--- config.mk ---
export PLATFORM = sky130hd
export DESIGN_NAME = fpst_seq
export DESIGN_NICKNAME = d
export VERILOG_FILES = /design/src/rtl/fpst_pkg.sv /design/src/rtl/fpst_seq.sv
export SDC_FILE = /design/constraint.sdc
export NUM_CORES = 1
export LEC_CHECK = 0
export ABC_CLOCK_PERIOD_IN_PS = 6620
export BUFFER_PORTS_ARGS = -buffer_cell sky130_fd_sc_hd__clkbuf_2
export CAP_MARGIN = 20
export CORE_MARGIN = 2
export CORE_UTILIZATION = 46
export DETAILED_ROUTE_END_ITERATION = 10
export PLACE_DENSITY = 0.74
export REMOVE_ABC_BUFFERS = 1
export SETUP_SLACK_MARGIN = 0.2
export SYNTH_ARGS = -nofsm -noshare
export SYNTH_HDL_FRONTEND = slang
export SYNTH_SLANG_ARGS = --single-unit
export TNS_END_PERCENT = 10
--- constraint.sdc ---
create_clock -name clk -period 6.62 [get_ports clk]
set_input_delay 0 -clock clk [delete_from_list [all_inputs] [get_ports clk]]
set_output_delay 0 -clock clk [all_outputs]
set_load 0.1 [all_outputs]
--- src/rtl/fpst_pkg.sv ---
// Shared constants, codes and types for the Fenwick prefix-sum table.
package fpst_pkg;

  localparam int TABLE_DEPTH = 1024;
  localparam int ADDR_W      = $clog2(TABLE_DEPTH);
  localparam int CHAIN_W     = ADDR_W + 1;
  localparam int POS_W       = 10;
  localparam int SUM_W       = 64;
  localparam int WIDE_W      = (POS_W > CHAIN_W) ? POS_W : CHAIN_W;

  localparam logic OP_ADD   = 1'b0;
  localparam logic OP_QUERY = 1'b1;

  typedef enum logic [1:0] {
    ST_CLEAR,
    ST_IDLE,
    ST_WALK,
    ST_EMIT
  } seq_state_t;

  typedef struct packed {
    logic              we;
    logic [ADDR_W-1:0] waddr;
    logic [SUM_W-1:0]  wdata;
    logic              re;
    logic [ADDR_W-1:0] raddr;
  } mem_req_t;

  typedef struct packed {
    logic             valid;
    logic [SUM_W-1:0] sum;
  } res_t;

endpackage

--- src/rtl/fpst_seq.sv ---
// Sequencer: clearing pass, chain walk over the table, and prefix accumulation.
module fpst_seq (
  input  logic                       clk,
  input  logic                       rst_n,
  input  logic                       in_take,
  input  logic                       in_op,
  input  logic [fpst_pkg::POS_W-1:0] in_pos,
  input  logic [fpst_pkg::SUM_W-1:0] in_inc,
  input  logic                       out_free,
  input  logic [fpst_pkg::SUM_W-1:0] rd_data,
  output logic                       idle,
  output logic                       clearing,
  output fpst_pkg::mem_req_t         mem_req,
  output fpst_pkg::res_t             res
);

  fpst_pkg::seq_state_t              state_r, state_nxt;
  logic                              op_r, op_nxt;
  logic [fpst_pkg::CHAIN_W-1:0]      cur_r, cur_nxt;
  logic [fpst_pkg::SUM_W-1:0]        inc_r, inc_nxt;
  logic [fpst_pkg::SUM_W-1:0]        acc_r, acc_nxt;
  logic [fpst_pkg::ADDR_W-1:0]       clr_r, clr_nxt;

  logic [fpst_pkg::WIDE_W-1:0]       pos_wide;
  logic [fpst_pkg::CHAIN_W-1:0]      start_pos;
  logic [fpst_pkg::CHAIN_W-1:0]      up_next;
  logic [fpst_pkg::CHAIN_W-1:0]      down_next;
  logic                              beyond;

  always_ff @(posedge clk) begin
    if (!rst_n) begin
      state_r <= fpst_pkg::ST_CLEAR;
      clr_r   <= '0;
    end else begin
      state_r <= state_nxt;
      clr_r   <= clr_nxt;
    end
  end

  always_ff @(posedge clk) begin
    op_r  <= op_nxt;
    cur_r <= cur_nxt;
    inc_r <= inc_nxt;
    acc_r <= acc_nxt;
  end

  // Chain steps: climb adds the lowest set bit, descent clears it.
  assign pos_wide  = fpst_pkg::WIDE_W'(in_pos);
  assign beyond    = (pos_wide >= fpst_pkg::WIDE_W'(fpst_pkg::TABLE_DEPTH));
  assign up_next   = cur_r + (cur_r & (~cur_r + fpst_pkg::CHAIN_W'(1)));
  assign down_next = cur_r & (cur_r - fpst_pkg::CHAIN_W'(1));

  always_comb begin
    state_nxt = state_r;
    op_nxt    = op_r;
    cur_nxt   = cur_r;
    inc_nxt   = inc_r;
    acc_nxt   = acc_r;
    clr_nxt   = clr_r;
    mem_req   = '0;
    res.valid = 1'b0;
    res.sum   = acc_r;
    idle      = 1'b0;
    clearing  = 1'b0;
    start_pos = '0;

    case (state_r)
      fpst_pkg::ST_CLEAR: begin
        clearing      = 1'b1;
        mem_req.we    = 1'b1;
        mem_req.waddr = clr_r;
        mem_req.wdata = '0;
        clr_nxt       = clr_r + fpst_pkg::ADDR_W'(1);
        if (clr_r == fpst_pkg::ADDR_W'(fpst_pkg::TABLE_DEPTH - 1)) begin
          state_nxt = fpst_pkg::ST_IDLE;
        end
      end

      fpst_pkg::ST_IDLE: begin
        idle = 1'b1;
        if (beyond) begin
          start_pos = fpst_pkg::CHAIN_W'(fpst_pkg::TABLE_DEPTH - 1);
        end else begin
          start_pos = fpst_pkg::CHAIN_W'(pos_wide);
        end
        if (in_take) begin
          op_nxt  = in_op;
          inc_nxt = in_inc;
          acc_nxt = '0;
          cur_nxt = start_pos;
          if (in_op == fpst_pkg::OP_QUERY) begin
            if (in_pos == '0) begin
              state_nxt = fpst_pkg::ST_EMIT;
            end else begin
              mem_req.re    = 1'b1;
              mem_req.raddr = start_pos[fpst_pkg::ADDR_W-1:0];
              state_nxt     = fpst_pkg::ST_WALK;
            end
          end else if (in_pos != '0 && !beyond) begin
            mem_req.re    = 1'b1;
            mem_req.raddr = start_pos[fpst_pkg::ADDR_W-1:0];
            state_nxt     = fpst_pkg::ST_WALK;
          end
        end
      end

      fpst_pkg::ST_WALK: begin
        // Read data for cur_r is here; issue the next chain read alongside.
        if (op_r == fpst_pkg::OP_ADD) begin
          mem_req.we    = 1'b1;
          mem_req.waddr = cur_r[fpst_pkg::ADDR_W-1:0];
          mem_req.wdata = rd_data + inc_r;
          if (up_next < fpst_pkg::CHAIN_W'(fpst_pkg::TABLE_DEPTH)) begin
            mem_req.re    = 1'b1;
            mem_req.raddr = up_next[fpst_pkg::ADDR_W-1:0];
            cur_nxt       = up_next;
          end else begin
            state_nxt = fpst_pkg::ST_IDLE;
          end
        end else begin
          acc_nxt = acc_r + rd_data;
          if (down_next != '0) begin
            mem_req.re    = 1'b1;
            mem_req.raddr = down_next[fpst_pkg::ADDR_W-1:0];
            cur_nxt       = down_next;
          end else begin
            state_nxt = fpst_pkg::ST_EMIT;
          end
        end
      end

      fpst_pkg::ST_EMIT: begin
        // Hold the sum until the output register can take it.
        res.valid = out_free;
        if (out_free) begin
          state_nxt = fpst_pkg::ST_IDLE;
        end
      end

      default: begin
        state_nxt = fpst_pkg::ST_IDLE;
      end
    endcase
  end

endmodule

After elaboration in Yosys (flattened, before gate mapping)
Index checks and enable logic that the tools add are counted.
{"block": "totals", "latchBits": 0, "rom_bits": 0, "ramBits": 0, "wordCells": 73, "ff_bits": 152, "output_inout_bits": 153, "memories": 0, "in_bits": 143}
{"block": "classes", "addsub": 6, "n_lt_le_gt_ge": 2, "n_eq_ne": 13, "n_shift": 0, "mux": 32, "div_mod_pow": 0, "reduce_logical": 11, "mul": 0, "bitwise_logic": 3}
{"operator": "$pmux W75 S2", "count": 1}
{"operator": "$add A64 B64 Y64", "count": 2}
{"operator": "$mux W64", "count": 2}
{"operator": "$pmux W64 S2", "count": 1}
{"operator": "$mux W11", "count": 11}
{"operator": "$mux W75", "count": 1}
{"operator": "$pmux W11 S2", "count": 2}
{"operator": "$and A11 B11 Y11", "count": 2}
{"operator": "$mux W2", "count": 8}
{"operator": "$ne A3 B3 Y1 const B", "count": 5}
{"operator": "$add A11 B1 Y11 const B", "count": 1}
{"operator": "$add A11 B11 Y11", "count": 1}
{"operator": "$ge A10 B11 Y1 const B", "count": 1}
{"operator": "$lt A11 B11 Y1 const B", "count": 1}
{"operator": "$not A11 Y11", "count": 1}
{"operator": "$reduce_bool A11 Y1", "count": 1}
{"operator": "$sub A11 B1 Y11 const B", "count": 1}
{"operator": "$add A10 B1 Y10 const B", "count": 1}
{"operator": "$eq A10 B10 Y1 const B", "count": 1}
{"operator": "$logic_not A10 Y1", "count": 1}
{"operator": "$mux W10", "count": 1}
{"operator": "$reduce_bool A10 Y1", "count": 1}
{"operator": "$ne A2 B2 Y1 const B", "count": 4}
{"operator": "$pmux W2 S4", "count": 1}
{"operator": "11 further kinds", "count": 15}

Logic depth before layout (Yosys ltp)
{"block": "logic_depth", "depth_word": 8, "depth_mapped": 12, "mapped_depth_nobuf": 12}

Worst setup path before layout
Ideal clock, no wire load.
{"block": "synth_path", "path_kind": "register -> output", "from": "reg state_r[1]", "to": "out mem_req[7] in the netlist's numbering", "arrival_ns": 5.520, "slack_ns": 1.100, "path_buffers": 1, "path_stages_with_launch": 8, "required_time_ns": 6.620, "path_cell_list": "dfxtp_1 > inv_1 > ha_1 > and2_1 > clkbuf_1 > nor2b_1 > nand2_1 > a31oi_1"}
{"item": "start: declaration", "line_no": "fpst_seq.sv:17", "text": "fpst_pkg::seq_state_t state_r, state_nxt;"}
{"item": "start signal: assignment", "line_no": "fpst_seq.sv:32", "text": "state_r <= fpst_pkg::ST_CLEAR;"}
{"item": "start signal: assignment", "line_no": "fpst_seq.sv:35", "text": "state_r <= state_nxt;"}
{"item": "end: declaration", "line_no": "fpst_seq.sv:13", "text": "output fpst_pkg::mem_req_t mem_req,"}

==> results.py <==
metrics = {
    "clocking": {
        "cts_max_path_buffers": 2,
        "clkTransAtPathRegs_ns": 0.07,
        "holdBufCountCts": 77,
        "insertion_delay_ns": 0.45,
        "cts_root_buf": "clkbuf_16",
        "post_cts_buffers": 0,
        "numCtsBuffers": 17,
        "cts_num_sinks": 152,
        "ctsResizeCount": 0,
        "cts_tree": "done",
        "h-tree-depth": 4,
    },
    "route": {
        "dr.pass1.iters": 6,
        "wirelength_mm": 45.3,
        "vias": 14200,
        "wl_per_cell_um": 18.9,
        "vias_per_cell": 5.92,
        "first_iter_violations": 1203,
        "ant_nets": 0,
        "drc_errors": 0,
    },
    "global_route": {
        "grt_max_degree": 65,
        "track_usage_pct": 27.7,
        "grt_pass1_vias": 13200,
        "overflow": 0,
        "met1_usage_pct": 36.8,
        "grt_first_pass_wirelength_mm": 69.7,
        "grtUsageMet3_pct": 4.60,
        "grt_busiest_layer": "met2",
        "antenna_found_initial": 2,
        "grtUsageMet2_pct": 44.6,
    },
    "logic_synthesis": {
        "synth_area_leaders": "edfxtp_1 30%, ha_1 12%, a21oi_1 6.2%",
        "synth_seq_cells": 152,
        "yosysSeqAreaShare_pct": 31.5,
        "synth_largest_area_cell": "edfxtp_1",
        "synth_xor_area_share_pct": 7.26,
        "ys_types": 89,
        "ys_warn_count": 0,
        "synth_enable_flop_cells": 140,
        "synth_most_common_cell": "a21oi_1",
        "synth.avg_cell_area_sq_um": 8.50,
        "synthSimpleGateAreaFrac_pct": 20.7,
        "syn_area_sq_um": 14100,
        "synth_top_family_by_area": "compound AO/OA/AOI/OAI gates",
        "synth_top_area_share_pct": 29.8,
        "ys_top_cells_by_count": "176 x a21oi_1, 162 x nor2_1, 140 x edfxtp_1",
        "synthArstFlopShare_pct": 0,
        "netlist_instances": 1660,
        "synth_mux_area_share_pct": 0.594,
        "synth_compound_area_share_pct": 24.6,
        "synth_fa_ha_area_share_pct": 12.0,
        "yosys_most_used_dff": "edfxtp_1",
    },
    "sta": {
        "setup_viol": 0,
        "slew_viol_final": 0,
        "fin_crit_ns": 4.54,
        "fin_crit_sh_pct": 68.6,
        "clock_skew_ns": 0.0133,
        "totalNegativeSetupSlack_ns": 0,
        "slew-limit-headroom_pct": 37.5,
        "fmax_mhz": 220,
        "hold_violations": 0,
        "rsz0062_at_grt": "false",
        "worst_pin_slew_ns": 0.937,
    },
    "hold_path": {
        "min_path_type": "in2reg",
    },
    "critical_path": {
        "slowest_stage": "o311ai_1",
        "end_kind": "primary output",
        "path_class": "reg2out",
        "path_cells": "ha_1, a21o_1, a21oi_1, o311ai_1, a211o_2, nand4_2, a211oi_2, o2111ai_2, o31ai_1, nor3_1, nor3_1, clkbuf_2",
        "path_max_fanout": 6,
        "cp-start-kind": "flip-flop",
        "critPathMaxStageDelay_ns": 0.76,
        "cp_data_required_time_ns": 6.62,
        "crit_arrival_ns": 4.54,
        "cp_common_cell": "nor3_1",
    },
    "die": {
        "initial_core_util_pct": 46.4,
        "die_y_um": 179,
        "die-area_sq_um": 32100,
        "core_region_area_sq_um": 30400,
        "rows": 64,
        "io_pins": 296,
        "die_w_um": 179,
    },
    "status": {
        "status": "finished clean",
    },
    "power": {
        "comb_power_share_pct": 21.8,
        "intPower_w": 0.00177,
        "swShare_pct": 30.9,
        "clkPwrFrac_pct": 37.5,
        "p_seq_share_pct": 40.7,
        "p_switching_w": 0.000792,
        "leakage_nw": 7.04,
        "p_per_area_nw_per_um2": 149,
        "peakVddDrop_v": 0.000184,
    },
    "place": {
        "io_buffers": 295,
        "hpwl_mm": 35.0,
        "dp_cells": 2286,
        "globalplace.congestion": 0.970,
    },
    "finish": {
        "layout-drive-gt1-share_pct": 18.9,
        "nets": 2263,
        "area_growth_pct": 21.8,
        "final_cells": 2398,
    },
    "run": {
        "drv_cap": 0,
    },
}
[registers in the layout, summed over array words and instances, names as in the netlist]
name	count
clr_r	10
op_r	1
cur_r	11
inc_r	64
state_r	2
acc_r	64
[cell families after synthesis]
family,count (synthesis)
multiplexers,8
flip-flops,152
AO/OA/AOI/OAI,539
AND/OR/NAND/NOR,589
adder cells (fa/ha/maj),134
XOR/XNOR,117
buffers and inverters,121
[power by group through the flow]
stage	sequential, W	combinational [W]	clock (W)
after floorplan	0.00106	0.000358	0
after global placement	0.00106	0.000506	0
after detailed placement	0.00106	0.000509	0
after CTS	0.00104	0.000549	0.000975
after global routing	0.00104	0.000615	0.00101
final	0.00104	0.000560	0.000962
[final timing paths]
check | slack (ns) | startpoint | endpoint | cells after the start
max reg2reg | 3.11 | acc_r[3] | acc_r[57] | 11
min reg2reg | 0.50 | state_r[1] | state_r[1] | 2
max | 2.08 | inc_r[1] | mem_req[66] | 12
min | 0.11 | in_take | op_r | 2
[metrics by stage]
step                hold WS, ns  area (sq um)  worst slack [ns]  utilization [%]  total power, W
finish                    0.115         17200              2.08             56.5         0.00256
global route              0.133         17200              1.86             56.5         0.00267
CTS                       0.115         17200              2.18             56.5         0.00257
detailed placement        0.179         15900              2.69             52.1         0.00157
global placement          0.177         15900              2.77             52.1         0.00157
floorplan                0.0989         13800              1.21                -         0.00142
[worst max-delay path, delay by kind of cell, from the launching register on]
kind,cells,cell delay (ns)
compound gates,7,2.47
fa+ha+maj,1,0.30
simple gates,3,0.43
buf+inv,1,0.48
flops,1,0.42
[cell usage in the layout (no fill, tap or decap), types with 7 or more instances in the layout]
cell type      synthesis  final
nor2b_1               18     17
xnor2_1               68     68
nor2_1               162    161
o31ai_1                9      9
nand2_1              132    131
a31oi_1               19     19
or3_1                 14     14
edfxtp_1             140    140
o211ai_1              11     11
buf_4                  0      7
and2_1                80     79
clkbuf_16              0     17
o21ai_1                8      8
dfxtp_1               12     12
dlygate4sd3_1          0     77
inv_1                 49     49
nand3_1               45     45
a21boi_0               7      7
a211oi_1              10     10
nor3_1                35     35
xor2_1                49     49
o21bai_1              32     32
a22oi_1                9      9
nand2b_1              12     12
nand4_1               36     36
o21a_1                14     14
a21oi_1              176    176
ha_1                 131    130
a21o_1                72     72
clkbuf_2               1    295
o21ai_0              100    100
and3_1                19     19
[final cells by class]
type	count	area, sq um
repair buffers	379	2300
clock inverters	14	115
multi-input cells	1387	9220
clock buffers	18	429
flip-flops and latches	152	4440
diodes	2	5.00
inverters	50	188
well taps	396	495
fillers	2779	13200
[routing by layer]
layer,vias up,wire [um]
met5,-,0
met4,0,1680
met3,118,3540
met2,650,20900
met1,6617,19300
li1,6808,-
No activity file was read; power rests on OpenSTA's default activity.
